$ cat src/rtl/erpm_pkg.sv
// Shared types and constants for the encoder rpm estimator.
// Used by erpm_ctrl, erpm_dp and the top level encoder_rpm_estimator.
package erpm_pkg;

  // Fixed-point format of the speed value
  localparam int RPM_FRAC_BITS = 8;
  localparam int RPM_W         = 24;

  // Field widths
  localparam int MS_W     = 16;
  localparam int EDGE_W   = 15;
  localparam int TOTAL_W  = 32;
  localparam int SINCE_W  = 17;
  localparam int CFG_W    = 16;
  localparam int CFG_IDX_W = 2;

  // Configuration register indexes
  localparam logic [CFG_IDX_W-1:0] CFG_COUNTS_PER_REV = 2'd0;
  localparam logic [CFG_IDX_W-1:0] CFG_STOP_TIMEOUT   = 2'd1;
  localparam logic [CFG_IDX_W-1:0] CFG_STUCK_TIME     = 2'd2;

  // Configuration reset values
  localparam logic [CFG_W-1:0] COUNTS_PER_REV_RST = 16'd2048;
  localparam logic [CFG_W-1:0] STOP_TIMEOUT_RST   = 16'd500;
  localparam logic [CFG_W-1:0] STUCK_TIME_RST     = 16'd1200;

  // Quotient datapath: numerator is edges * 60000 scaled by 2^F
  localparam int MS_PER_MIN = 60000;
  localparam int PROD_W     = EDGE_W + 16;
  localparam int NUM_W      = PROD_W + RPM_FRAC_BITS;
  localparam int DEN_W      = 2 * MS_W;
  localparam int DIV_STEPS  = NUM_W;
  localparam int CNT_W      = $clog2(DIV_STEPS);

  // Filter constants
  localparam int DECAY_MUL  = 230;
  localparam int NEAR_MUL   = 100;
  localparam int SNAP_MUL   = 20;

  // Controller to datapath commands
  typedef struct packed {
    logic load_in;   // capture the input word
    logic mul;       // form numerator and denominator, clear the divider
    logic div_step;  // one restoring division step
    logic commit;    // update state and load the result word
  } erpm_cmd_t;

  // Datapath to controller status
  typedef struct packed {
    logic need_div;  // nonzero elapsed time and nonzero edge count
  } erpm_sts_t;

endpackage

$ cat src/rtl/encoder_rpm_estimator.sv
// Encoder rpm estimator top level: controller plus datapath.
// Depends on erpm_pkg, erpm_ctrl and erpm_dp.
//
// Each input word is one sample period and yields exactly one result word.
// After acceptance, a sample with edges passes through a multiply step that forms
// edges*60000*2^8 and elapsed_ms*counts_per_rev, one restoring-division step
// per numerator bit (39), and a commit step. A sample with no edges or zero
// elapsed time goes from the multiply step straight to commit. The result sits
// in an output register, so the next sample is accepted while it waits;
// a new result commits only once the previous one has been taken.
// Configuration writes are always ready and should be issued only when idle.
module encoder_rpm_estimator (
  input  logic                          clk,
  input  logic                          rst_n,
  input  logic                          in_valid,
  output logic                          in_stall,
  input  logic [erpm_pkg::MS_W-1:0]     in_elapsed_ms,
  input  logic [erpm_pkg::EDGE_W-1:0]   in_edge_count,
  input  logic                          in_pin_a_level,
  input  logic                          in_pin_b_level,
  output logic                          out_valid,
  input  logic                          out_stall,
  output logic [erpm_pkg::RPM_W-1:0]    out_rpm_q8,
  output logic signed [erpm_pkg::TOTAL_W-1:0] out_edge_total,
  output logic                          out_moving,
  output logic                          out_a_stuck_low,
  output logic                          out_a_stuck_high,
  output logic                          out_b_stuck_low,
  output logic                          out_b_stuck_high,
  input  logic                          cfg_valid,
  output logic                          cfg_ready,
  input  logic [erpm_pkg::CFG_IDX_W-1:0] cfg_index,
  input  logic [erpm_pkg::CFG_W-1:0]    cfg_data
);
  import erpm_pkg::*;

  erpm_cmd_t cmd;
  erpm_sts_t sts;

  assign cfg_ready = 1'b1;

  erpm_ctrl u_ctrl (
    .clk       (clk),
    .rst_n     (rst_n),
    .in_valid  (in_valid),
    .in_stall  (in_stall),
    .out_valid (out_valid),
    .out_stall (out_stall),
    .cmd       (cmd),
    .sts       (sts)
  );

  erpm_dp u_dp (
    .clk              (clk),
    .rst_n            (rst_n),
    .cmd              (cmd),
    .sts              (sts),
    .cfg_we           (cfg_valid && cfg_ready),
    .cfg_index        (cfg_index),
    .cfg_data         (cfg_data),
    .in_elapsed_ms    (in_elapsed_ms),
    .in_edge_count    (in_edge_count),
    .in_pin_a_level   (in_pin_a_level),
    .in_pin_b_level   (in_pin_b_level),
    .out_rpm_q8       (out_rpm_q8),
    .out_edge_total   (out_edge_total),
    .out_moving       (out_moving),
    .out_a_stuck_low  (out_a_stuck_low),
    .out_a_stuck_high (out_a_stuck_high),
    .out_b_stuck_low  (out_b_stuck_low),
    .out_b_stuck_high (out_b_stuck_high)
  );

endmodule

$ cat src/rtl/erpm_ctrl.sv
// Sequencer for the encoder rpm estimator: handshakes, division step count,
// result valid. Depends on erpm_pkg.
module erpm_ctrl (
  input  logic               clk,
  input  logic               rst_n,
  input  logic               in_valid,
  output logic               in_stall,
  output logic               out_valid,
  input  logic               out_stall,
  output erpm_pkg::erpm_cmd_t cmd,
  input  erpm_pkg::erpm_sts_t sts
);
  import erpm_pkg::*;

  localparam logic [1:0] S_IDLE = 2'd0;
  localparam logic [1:0] S_MUL  = 2'd1;
  localparam logic [1:0] S_DIV  = 2'd2;
  localparam logic [1:0] S_FIN  = 2'd3;

  localparam logic [CNT_W-1:0] LAST_STEP = CNT_W'(DIV_STEPS - 1);

  logic [1:0]       state_r, state_nxt;
  logic [CNT_W-1:0] cnt_r, cnt_nxt;
  logic             out_valid_r, out_valid_nxt;
  logic             slot_free;

  // result slot is free when empty or being taken this cycle
  assign slot_free = !out_valid_r || !out_stall;

  // next state and commands
  always_comb begin
    state_nxt    = state_r;
    cnt_nxt      = cnt_r;
    cmd          = '0;
    case (state_r)
      S_IDLE: begin
        if (in_valid) begin
          cmd.load_in = 1'b1;
          state_nxt   = S_MUL;
        end
      end
      S_MUL: begin
        cmd.mul = 1'b1;
        cnt_nxt = '0;
        state_nxt = sts.need_div ? S_DIV : S_FIN;
      end
      S_DIV: begin
        cmd.div_step = 1'b1;
        cnt_nxt      = cnt_r + 1'b1;
        if (cnt_r == LAST_STEP) begin
          state_nxt = S_FIN;
        end
      end
      S_FIN: begin
        if (slot_free) begin
          cmd.commit = 1'b1;
          state_nxt  = S_IDLE;
        end
      end
      default: begin
        state_nxt = S_IDLE;
      end
    endcase
  end

  // result valid: set on commit, held while stalled
  always_comb begin
    out_valid_nxt = out_valid_r && out_stall;
    if (cmd.commit) begin
      out_valid_nxt = 1'b1;
    end
  end

  always_ff @(posedge clk) begin
    if (!rst_n) begin
      state_r     <= S_IDLE;
      cnt_r       <= '0;
      out_valid_r <= 1'b0;
    end else begin
      state_r     <= state_nxt;
      cnt_r       <= cnt_nxt;
      out_valid_r <= out_valid_nxt;
    end
  end

  assign in_stall  = (state_r != S_IDLE);
  assign out_valid = out_valid_r;

endmodule

$ cat src/rtl/erpm_dp.sv
// Datapath for the encoder rpm estimator: configuration registers, quotient
// divider, speed filter, edge/pin tracking, result word. Depends on erpm_pkg.
module erpm_dp (
  input  logic                          clk,
  input  logic                          rst_n,
  input  erpm_pkg::erpm_cmd_t           cmd,
  output erpm_pkg::erpm_sts_t           sts,
  input  logic                          cfg_we,
  input  logic [erpm_pkg::CFG_IDX_W-1:0] cfg_index,
  input  logic [erpm_pkg::CFG_W-1:0]    cfg_data,
  input  logic [erpm_pkg::MS_W-1:0]     in_elapsed_ms,
  input  logic [erpm_pkg::EDGE_W-1:0]   in_edge_count,
  input  logic                          in_pin_a_level,
  input  logic                          in_pin_b_level,
  output logic [erpm_pkg::RPM_W-1:0]    out_rpm_q8,
  output logic signed [erpm_pkg::TOTAL_W-1:0] out_edge_total,
  output logic                          out_moving,
  output logic                          out_a_stuck_low,
  output logic                          out_a_stuck_high,
  output logic                          out_b_stuck_low,
  output logic                          out_b_stuck_high
);
  import erpm_pkg::*;

  localparam logic [RPM_W+6:0]  NEAR_LIM = (RPM_W+7)'(1) << RPM_FRAC_BITS;
  localparam logic [RPM_W+4:0]  SNAP_LIM = (RPM_W+5)'(1) << RPM_FRAC_BITS;
  localparam logic [SINCE_W-1:0] SINCE_MAX = '1;
  localparam logic [MS_W-1:0]    STABLE_MAX = '1;

  // configuration registers
  logic [CFG_W-1:0] epr_r, stop_r, stuck_r;

  always_ff @(posedge clk) begin
    if (!rst_n) begin
      epr_r   <= COUNTS_PER_REV_RST;
      stop_r  <= STOP_TIMEOUT_RST;
      stuck_r <= STUCK_TIME_RST;
    end else if (cfg_we) begin
      case (cfg_index)
        CFG_COUNTS_PER_REV: epr_r   <= cfg_data;
        CFG_STOP_TIMEOUT:   stop_r  <= cfg_data;
        CFG_STUCK_TIME:     stuck_r <= cfg_data;
        default: ;
      endcase
    end
  end

  // captured input word
  logic [MS_W-1:0]   dt_r;
  logic [EDGE_W-1:0] edges_r;
  logic              a_r, b_r;

  always_ff @(posedge clk) begin
    if (cmd.load_in) begin
      dt_r    <= in_elapsed_ms;
      edges_r <= in_edge_count;
      a_r     <= in_pin_a_level;
      b_r     <= in_pin_b_level;
    end
  end

  assign sts.need_div = (dt_r != '0) && (edges_r != '0);

  // numerator and denominator products
  logic [CFG_W-1:0]  epr_eff;
  logic [PROD_W-1:0] prod_e;
  logic [DEN_W-1:0]  prod_d;

  assign epr_eff = (epr_r == '0) ? CFG_W'(1) : epr_r;
  assign prod_e  = PROD_W'(edges_r) * PROD_W'(MS_PER_MIN);
  assign prod_d  = DEN_W'(dt_r) * DEN_W'(epr_eff);

  // restoring divider, one quotient bit per step, saturating quotient
  logic [NUM_W-1:0] num_r;
  logic [DEN_W-1:0] den_r, rem_r;
  logic [RPM_W-1:0] q_r;
  logic             ovf_r;
  logic [DEN_W:0]   rem_sh, rem_sub;
  logic             ge;

  assign rem_sh  = {rem_r, num_r[NUM_W-1]};
  assign ge      = rem_sh >= {1'b0, den_r};
  assign rem_sub = rem_sh - {1'b0, den_r};

  always_ff @(posedge clk) begin
    if (cmd.mul) begin
      num_r <= {prod_e, {RPM_FRAC_BITS{1'b0}}};
      den_r <= prod_d;
      rem_r <= '0;
      q_r   <= '0;
      ovf_r <= 1'b0;
    end else if (cmd.div_step) begin
      num_r <= num_r << 1;
      rem_r <= ge ? rem_sub[DEN_W-1:0] : rem_sh[DEN_W-1:0];
      q_r   <= {q_r[RPM_W-2:0], ge};
      ovf_r <= ovf_r | q_r[RPM_W-1];
    end
  end

  // estimator state
  logic [RPM_W-1:0]   filt_r, filt_nxt;
  logic [TOTAL_W-1:0] total_r, total_nxt;
  logic [SINCE_W-1:0] since_r, since_nxt;
  logic               seen_r, seen_nxt;
  logic               known_r, known_nxt;
  logic               prev_a_r, prev_a_nxt, prev_b_r, prev_b_nxt;
  logic [MS_W-1:0]    a_st_r, a_st_nxt, b_st_r, b_st_nxt;

  logic [RPM_W-1:0]   inst;
  logic [RPM_W+6:0]   near_prod;
  logic [RPM_W+1:0]   avg_sum;
  logic [RPM_W+7:0]   dec_prod;
  logic [RPM_W-1:0]   dec_val;
  logic [RPM_W+4:0]   snap_prod;
  logic [SINCE_W:0]   since_sum;
  logic [MS_W:0]      a_sum, b_sum;
  logic               a_same, b_same, mv_nxt;

  // speed arithmetic
  assign inst      = ovf_r ? '1 : q_r;
  assign near_prod = (RPM_W+7)'(filt_r) * (RPM_W+7)'(NEAR_MUL);
  assign avg_sum   = (RPM_W+2)'(filt_r) * (RPM_W+2)'(3) + (RPM_W+2)'(inst);
  assign dec_prod  = (RPM_W+8)'(filt_r) * (RPM_W+8)'(DECAY_MUL);
  assign dec_val   = dec_prod[RPM_W+7:8];
  assign snap_prod = (RPM_W+5)'(dec_val) * (RPM_W+5)'(SNAP_MUL);

  // time and pin arithmetic
  assign since_sum = (SINCE_W+1)'(since_r) + (SINCE_W+1)'(dt_r);
  assign a_sum     = (MS_W+1)'(a_st_r) + (MS_W+1)'(dt_r);
  assign b_sum     = (MS_W+1)'(b_st_r) + (MS_W+1)'(dt_r);
  assign a_same    = !known_r || (a_r == prev_a_r);
  assign b_same    = !known_r || (b_r == prev_b_r);

  // next state for one sample
  always_comb begin
    filt_nxt   = filt_r;
    total_nxt  = total_r;
    since_nxt  = since_r;
    seen_nxt   = seen_r;
    known_nxt  = known_r;
    prev_a_nxt = prev_a_r;
    prev_b_nxt = prev_b_r;
    a_st_nxt   = a_st_r;
    b_st_nxt   = b_st_r;
    if (dt_r != '0) begin
      // pins: latch level, grow or restart stable time
      known_nxt  = 1'b1;
      prev_a_nxt = a_r;
      prev_b_nxt = b_r;
      if (a_same) begin
        a_st_nxt = a_sum[MS_W] ? STABLE_MAX : a_sum[MS_W-1:0];
      end else begin
        a_st_nxt = '0;
      end
      if (b_same) begin
        b_st_nxt = b_sum[MS_W] ? STABLE_MAX : b_sum[MS_W-1:0];
      end else begin
        b_st_nxt = '0;
      end
      if (edges_r != '0) begin
        total_nxt = total_r + TOTAL_W'(edges_r);
        since_nxt = '0;
        seen_nxt  = 1'b1;
        if (near_prod <= NEAR_LIM) begin
          filt_nxt = inst;
        end else begin
          filt_nxt = avg_sum[RPM_W+1:2];
        end
      end else begin
        since_nxt = since_sum[SINCE_W] ? SINCE_MAX : since_sum[SINCE_W-1:0];
      end
    end
  end

  assign mv_nxt = seen_nxt && (since_nxt <= SINCE_W'(stop_r));

  // no-edge decay runs on the updated moving flag
  logic [RPM_W-1:0] filt_fin;
  always_comb begin
    filt_fin = filt_nxt;
    if ((dt_r != '0) && (edges_r == '0)) begin
      if (!mv_nxt || (snap_prod < SNAP_LIM)) begin
        filt_fin = '0;
      end else begin
        filt_fin = dec_val;
      end
    end
  end

  always_ff @(posedge clk) begin
    if (!rst_n) begin
      filt_r   <= '0;
      total_r  <= '0;
      since_r  <= '0;
      seen_r   <= 1'b0;
      known_r  <= 1'b0;
      prev_a_r <= 1'b0;
      prev_b_r <= 1'b0;
      a_st_r   <= '0;
      b_st_r   <= '0;
    end else if (cmd.commit) begin
      filt_r   <= filt_fin;
      total_r  <= total_nxt;
      since_r  <= since_nxt;
      seen_r   <= seen_nxt;
      known_r  <= known_nxt;
      prev_a_r <= prev_a_nxt;
      prev_b_r <= prev_b_nxt;
      a_st_r   <= a_st_nxt;
      b_st_r   <= b_st_nxt;
    end
  end

  // result word register
  logic a_old, b_old;
  assign a_old = mv_nxt && (a_st_nxt >= stuck_r);
  assign b_old = mv_nxt && (b_st_nxt >= stuck_r);

  always_ff @(posedge clk) begin
    if (cmd.commit) begin
      out_rpm_q8       <= filt_fin;
      out_edge_total   <= total_nxt;
      out_moving       <= mv_nxt;
      out_a_stuck_low  <= a_old && !prev_a_nxt;
      out_a_stuck_high <= a_old && prev_a_nxt;
      out_b_stuck_low  <= b_old && !prev_b_nxt;
      out_b_stuck_high <= b_old && prev_b_nxt;
    end
  end

endmodule
$ cat config.mk
export PLATFORM = sky130hd
export DESIGN_NAME = encoder_rpm_estimator
export DESIGN_NICKNAME = d
export VERILOG_FILES = /design/src/rtl/erpm_pkg.sv /design/src/rtl/encoder_rpm_estimator.sv /design/src/rtl/erpm_ctrl.sv /design/src/rtl/erpm_dp.sv
export SDC_FILE = /design/constraint.sdc
export NUM_CORES = 2
export LEC_CHECK = 0
export BUFFER_PORTS_ARGS = -buffer_cell sky130_fd_sc_hd__buf_2
export CORE_ASPECT_RATIO = 1.4
export CORE_MARGIN = 2
export CORE_UTILIZATION = 45
export DETAILED_ROUTE_END_ITERATION = 10
export PLACE_DENSITY_LB_ADDON = 0.08
export SETUP_SLACK_MARGIN = 0.3
export SLEW_MARGIN = 15
export SYNTH_ARGS = -nofsm -noshare
export SYNTH_HDL_FRONTEND = slang
export SYNTH_HIERARCHICAL = 1
export SYNTH_SLANG_ARGS = --single-unit
$ cat constraint.sdc
create_clock -name clk -period 10.7 [get_ports clk]
set_input_delay 0.535 -clock clk [delete_from_list [all_inputs] [get_ports clk]]
set_output_delay 0.535 -clock clk [all_outputs]
set_load 0.005 [all_outputs]
---- After elaboration in Yosys (flattened, before gate mapping) ----
Index checks and enable logic that the tools add are counted.
word-level totals
  output and inout bits ................... 64
  bits in registers ....................... 375
  logic and storage cells ................. 134
operators by class
  reductions and logical operators ........ 34
  magnitude comparators ................... 6
  bitwise logic cells ..................... 1
  add/sub/neg operators ................... 7
  multipliers ............................. 6
  mux-type cells .......................... 38
  equal/unequal tests ..................... 11
operator list
  cell                                                              count
  two-way mux 24 bit                                                6
  two-way mux 16 bit                                                7
  two-way mux 32 bit                                                3
  two-way mux 39 bit                                                2
  two-way mux 17 bit                                                3
  adder 16 x 16 -> 17 bit                                           2
  >= comparator 33 x 32 -> 1 bit                                    1
  adder 32 x 15 -> 32 bit                                           1
  >= comparator 16 bit                                              2
  multiplier 16 x 16 -> 32 bit                                      1
  subtractor 32 bit                                                 1
  less-or-equal comparator 31 x 9 -> 1 bit (second input constant)  1
  multiplier 24 x 7 -> 31 bit (second input constant)               1
  less-than comparator 29 x 9 -> 1 bit (second input constant)      1
  multiplier 24 x 5 -> 29 bit (second input constant)               1
  multiplier 24 x 3 -> 27 bit (second input constant)               1
  adder 26 x 24 -> 26 bit                                           1
  multiplier 15 x 11 -> 26 bit (second input constant)              1
  multiplier 24 x 2 -> 26 bit (second input constant)               1
  adder 17 x 16 -> 18 bit                                           1
  less-or-equal comparator 17 x 16 -> 1 bit                         1
  zero test 16 bit                                                  1
  nonzero test 16 bit                                               1
  zero test 15 bit                                                  1
  20 further kinds                                                  61

---- Logic depth before layout (Yosys ltp) ----
  word-level depth ........................ 10
  depth in mapped cells ................... 37
  mapped depth without buffers ............ 35

---- Modules after synthesis ----
The synthesis kept the hierarchy.
by module, submodules not included
  module                 cells an instance  sequential area each (um2)  times used  area each (um2)
  erpm_dp                4534               8848.5                      1           40412.5
  erpm_ctrl              58                 180.2                       1           498.0
  encoder_rpm_estimator  2                  0.0                         1           11.3

---- Least setup slack after synthesis ----
No wires, ideal clock.
  path kind ............................... flip-flop to flip-flop
  from .................................... reg u_dp.filt_r[1]
  to ...................................... reg u_dp.filt_r[1]
  slack ................................... 2298 ps
  arrival time ............................ 8287 ps
  setup time .............................. 115 ps
  stages on the path, launching flop included .. 38
  clock period less this slack ............ 8402 ps
  data required time ...................... 10585 ps
  path through ............................ dfxtp_1 > inv_1 > fa_1 > inv_1 > fa_1 > ha_1 > inv_1 > fa_1 > inv_1 > ha_1 > o21ai_1 > a21boi_1 > a2bb2oi_1 > a221o_1 > o31ai_1 > o22ai_1 > a21o_1 > o41a_1 > (+2 left out) > xor2_1 > xnor2_1 > ha_1 > clkbuf_1 > a21oi_1 > inv_1 > a21oi_1 > o21ai_0 > a2111oi_0 > nor4b_1 > nand4_1 > nor4_1 > nand4_1 > or3_4 > o211a_4 > buf_6 > a221o_1 > o21ba_1
on the way
  word-level cells in the longest chain between the ends .. 6
  elaborated cells on any way between the ends .. 13
RTL lines
  element                                                                            line                            RTL
  from (decl)                                                                        erpm_dp.sv:101                  logic [RPM_W-1:0] filt_r, filt_nxt;
  from (signal assigned)                                                             erpm_dp.sv:202                  filt_r <= filt_fin;
  multiplier 24 x 7 -> 31 bit, or another cell as far along                          erpm_dp.sv:123                  assign dec_prod = (RPM_W+8)'(filt_r) * (RPM_W+8)'(DECAY_MUL);
  multiplier 24 x 3 -> 27 bit, or another cell as far along                          erpm_dp.sv:125                  assign snap_prod = (RPM_W+5)'(dec_val) * (RPM_W+5)'(SNAP_MUL);
  less-than comparator 29 x 9 -> 1 bit / two-way mux 24 bit (equally long branches)  erpm_dp.sv:182, erpm_dp.sv:164
  logical OR 1 bit / two-way mux 24 bit (equally long branches)                      erpm_dp.sv:182, erpm_dp.sv:160
  two-way mux 24 bit (on tied branches)                                              erpm_dp.sv:182, erpm_dp.sv:145
  two-way mux 24 bit (*)                                                             erpm_dp.sv:181                  if ((dt_r != '0) && (edges_r == '0)) begin
  net u_dp.filt_fin[1]                                                               erpm_dp.sv:178                  logic [RPM_W-1:0] filt_fin;
Mark *: on every way through the listed nets, which the timed path passes. The rest lies on a longest branch.
A chain may end at the register's enable or synchronous reset.

---- Final worst setup path ----
  from .................................... reg u_dp.filt_r[4]
  to ...................................... reg u_dp.filt_r[7]
The elaborated chain is that of the path after synthesis.

==> out/summary.txt <==
Commonest non-fill, non-tap cell in the layout: inv_1
Cts hold-fix bufs: 0
Post-layout util: 49.44%
Critical path arrival: 10.14 ns
Yosys warnings: 6
Worst-Skew Late Latency: 0.61 ns
RePlAce Congestion: 0.8838
Startpoint types: flip-flop
Number of remaining DRC errors: 0
Mapped Cells: 4,594
Worst slew pin tran: 0.9652 ns
Setup TNS: 0 ns
Worst Path Max Fanout: 22
Internal reg-to-reg setup slack: 1.06 ns
Slew Viols, Final: 0
Post-DP HPWL: 84,260 um
First-pass iteration count of the detailed router: 5
Critical path class: flip-flop to flip-flop
CTS tree: done
Initial core utilization: 45.49%
Cell row count: 130
Most frequent cells in the layout: inv_1, ha_1, nand2_1
DRT iter0 DRCs: 1,659
Mean Syn Cell Area: 8.908 sq um
Max rail drop VDD: 0.0003435 V
Leak Pwr: 21.54 nW
Hold Vio Cnt, Final: 0
Final setup fails: 0
Clk pwr share: 16.3%
Grt ovf: 0
Max stage delay on crit path: 0.60 ns
Routed vias/inst: 5.450
Max clock buf depth: 3
RSZ-0062 raised after global routing: false
Cell Int Power: 5.745 mW
Max Cap Viol: 0
Post-DR wirelength/cell: 18.95 um
Yosys reg bits: 375
R2R cell count: 34
Reg-to-Reg End: u_dp/filt_r[7]
Ports: 120
Total power: 10.46 mW
First-pass GRT wire length: 177,400 um
CTS clk-pin slew, worst paths: 0.07 ns
Most used cell, CP: inv_1
Antenna-violating nets left: 0
Die ar.: 93,400 sq um
Initial antenna violation count: 1
Register share of total power: 19.9%
CTS root buf: clkbuf_16
Rel. slew slack: 34.75%
CP Capture Type: flip-flop
Count of cell types in the netlist: 91
Die Width: 258.9 um
All-layer global routing usage: 24.07%
R2R Path Start: u_dp/filt_r[4]
# Post-CTS Setup Buffers: 0
Worst hold start: in_elapsed_ms[12]
Combinational power share: 63.8%
Vias in the first global route: 32,520
Hold Path Class: input pin to flip-flop
Ant diodes: 0
Post-synthesis sequential area ratio: 22.06%
Worst hold margin: 0.1012 ns
Status: complete, no violations
CTS Buf Count: 47
Async SR Flop Fraction: 0%
Wirelength, routed: 111,500 um
Power density cells: 235.1 nW/um^2
Syn-to-layout area delta: 8.668%
Switching share of total power: 45.06%
Fill cell count: 8,732
Mapped Area: 40,920 sq um
Core area: 89,950 sq um
# clock sinks: 375
Post-synth EDFFs: 152
Hold Path Depth: 1
Buffers on Ports: 118
Post-cts resize count: 0
CP Data Required Time: 11.20 ns
H-tree Lvls: 2
Die Y: 360.8 um
Vias: 32,060
F_max: 103.7 MHz
Fin nets: 5,594
Largest net degree at the start of global routing: 67
Post-synth top flop: dfxtp_1
Slowest CP cell: a2111oi_1
Fin crit share: 90.10%
Net switching power: 4.711 mW
Setup Skew: 0.02401 ns
Min cycle time layout: 9.641 ns
Layout cell share with drive strength beyond 1: 6.794%
Syn nets: 5,532
Hold Crit Endpoint: u_dp/dt_r[12]
metal layers:
metal | wire length (um) | GRT usage [%]
met1 | 46790 | 29.70
met2 | 56130 | 42.72
met3 | 3920 | 2.500
met4 | 4653 | 9.532
met5 | 0 | 0
how the worst max path moves through the flow:
stage	cells past startpoint	endpoint	slack, ns	start
2_1_floorplan	37	u_dp/filt_r[1]	2.30	u_dp/filt_r[1]
3_3_place_gp	34	u_dp/filt_r[5]	1.01	u_dp/filt_r[2]
3_5_place_dp	34	u_dp/filt_r[7]	0.91	u_dp/filt_r[2]
4_1_cts	34	u_dp/filt_r[9]	0.88	u_dp/filt_r[2]
5_1_grt	34	u_dp/filt_r[7]	0.44	u_dp/filt_r[2]
6_report	34	u_dp/filt_r[7]	1.06	u_dp/filt_r[4]
cell families after synthesis:
logic type      Yosys count  share of synthesized area [%]
buf+inv                 834                          7.714
other cells               1                       0.009164
mux                      77                          2.000
simple gates           1277                          14.58
xor+xnor                224                          4.794
flops                   375                          22.06
compound gates          924                          15.28
fa+ha+maj               882                          33.55
Yosys cell counts, types with 46 or more instances:
cell type | instances | area share, %
nor2b_1 | 48 | 0.73
a21boi_0 | 48 | 0.88
inv_1 | 675 | 6.2
nand2b_1 | 46 | 0.70
xor2_1 | 75 | 1.6
dfxtp_1 | 223 | 11
ha_1 | 523 | 16
nand2_1 | 479 | 4.4
fa_1 | 359 | 18
xnor2_1 | 149 | 3.2
nor2_1 | 295 | 2.7
o21ai_0 | 174 | 2.1
a21o_1 | 82 | 1.5
a21oi_1 | 210 | 2.6
edfxtp_1 | 152 | 11
clkbuf_1 | 140 | 1.3
nor3_1 | 66 | 0.81
nand3_1 | 63 | 0.77
and2_1 | 132 | 2.0
a22o_1 | 51 | 1.1
metrics by stage:
step | setup slack (ns) | cells | area, sq um
floorplan | 2.298 | 4594 | 40920
global placement | 1.011 | 5795 | 42840
detailed placement | 0.9134 | 5795 | 42840
CTS | 0.8809 | 5883 | 44460
global route | 0.4430 | 5883 | 44470
finish | 1.059 | 5883 | 44470
critical path, delay by kind of cell (launching register included):
kind,cells,cell delay (ns)
compound gates,15,4.19
xor+xnor,2,0.52
flops,1,0.49
simple gates,6,1.24
fa+ha+maj,6,2.60
buf+inv,5,0.48
cell type report:
type                       count  area (sq um)  share of cell area (%)
sequential                   375          9029                   20.30
clock inverter                25         304.0                  0.6837
multi-input combinational   3385         28800                   64.77
tap                         1188          1486                   3.343
timing repair buffer         171         991.0                   2.228
clock buffer                  63          1319                   2.966
inverter                     676          2537                   5.706
power by group through the flow:
stage | logic, mW | registers, mW | clock network, mW
2_1_floorplan | 5.17 | 2.06 | 0
3_3_place_gp | 6.64 | 2.12 | 0
3_5_place_dp | 6.68 | 2.12 | 0
4_1_cts | 6.73 | 2.09 | 1.76
5_1_grt | 7.55 | 2.12 | 1.81
6_report | 6.67 | 2.09 | 1.70
sequential cells by signal (all words and copies together) (netlist names), 2 cells and up:
signal               flops
u_dp/stuck_r            16
u_dp/edges_r            15
u_dp/dt_r               16
u_dp/total_r            32
u_dp/filt_r             24
u_dp/a_st_r             16
u_dp/rem_r              32
u_dp/num_r              26
u_dp/epr_r              16
u_dp/b_st_r             16
u_dp/out_edge_total     32
u_dp/stop_r             16
u_dp/out_rpm_q8         24
u_dp/den_r              32
u_dp/q_r                24
u_ctrl/state_r           2
u_ctrl/cnt_r             6
u_dp/since_r            17
(Power assumes the default switching activity.)
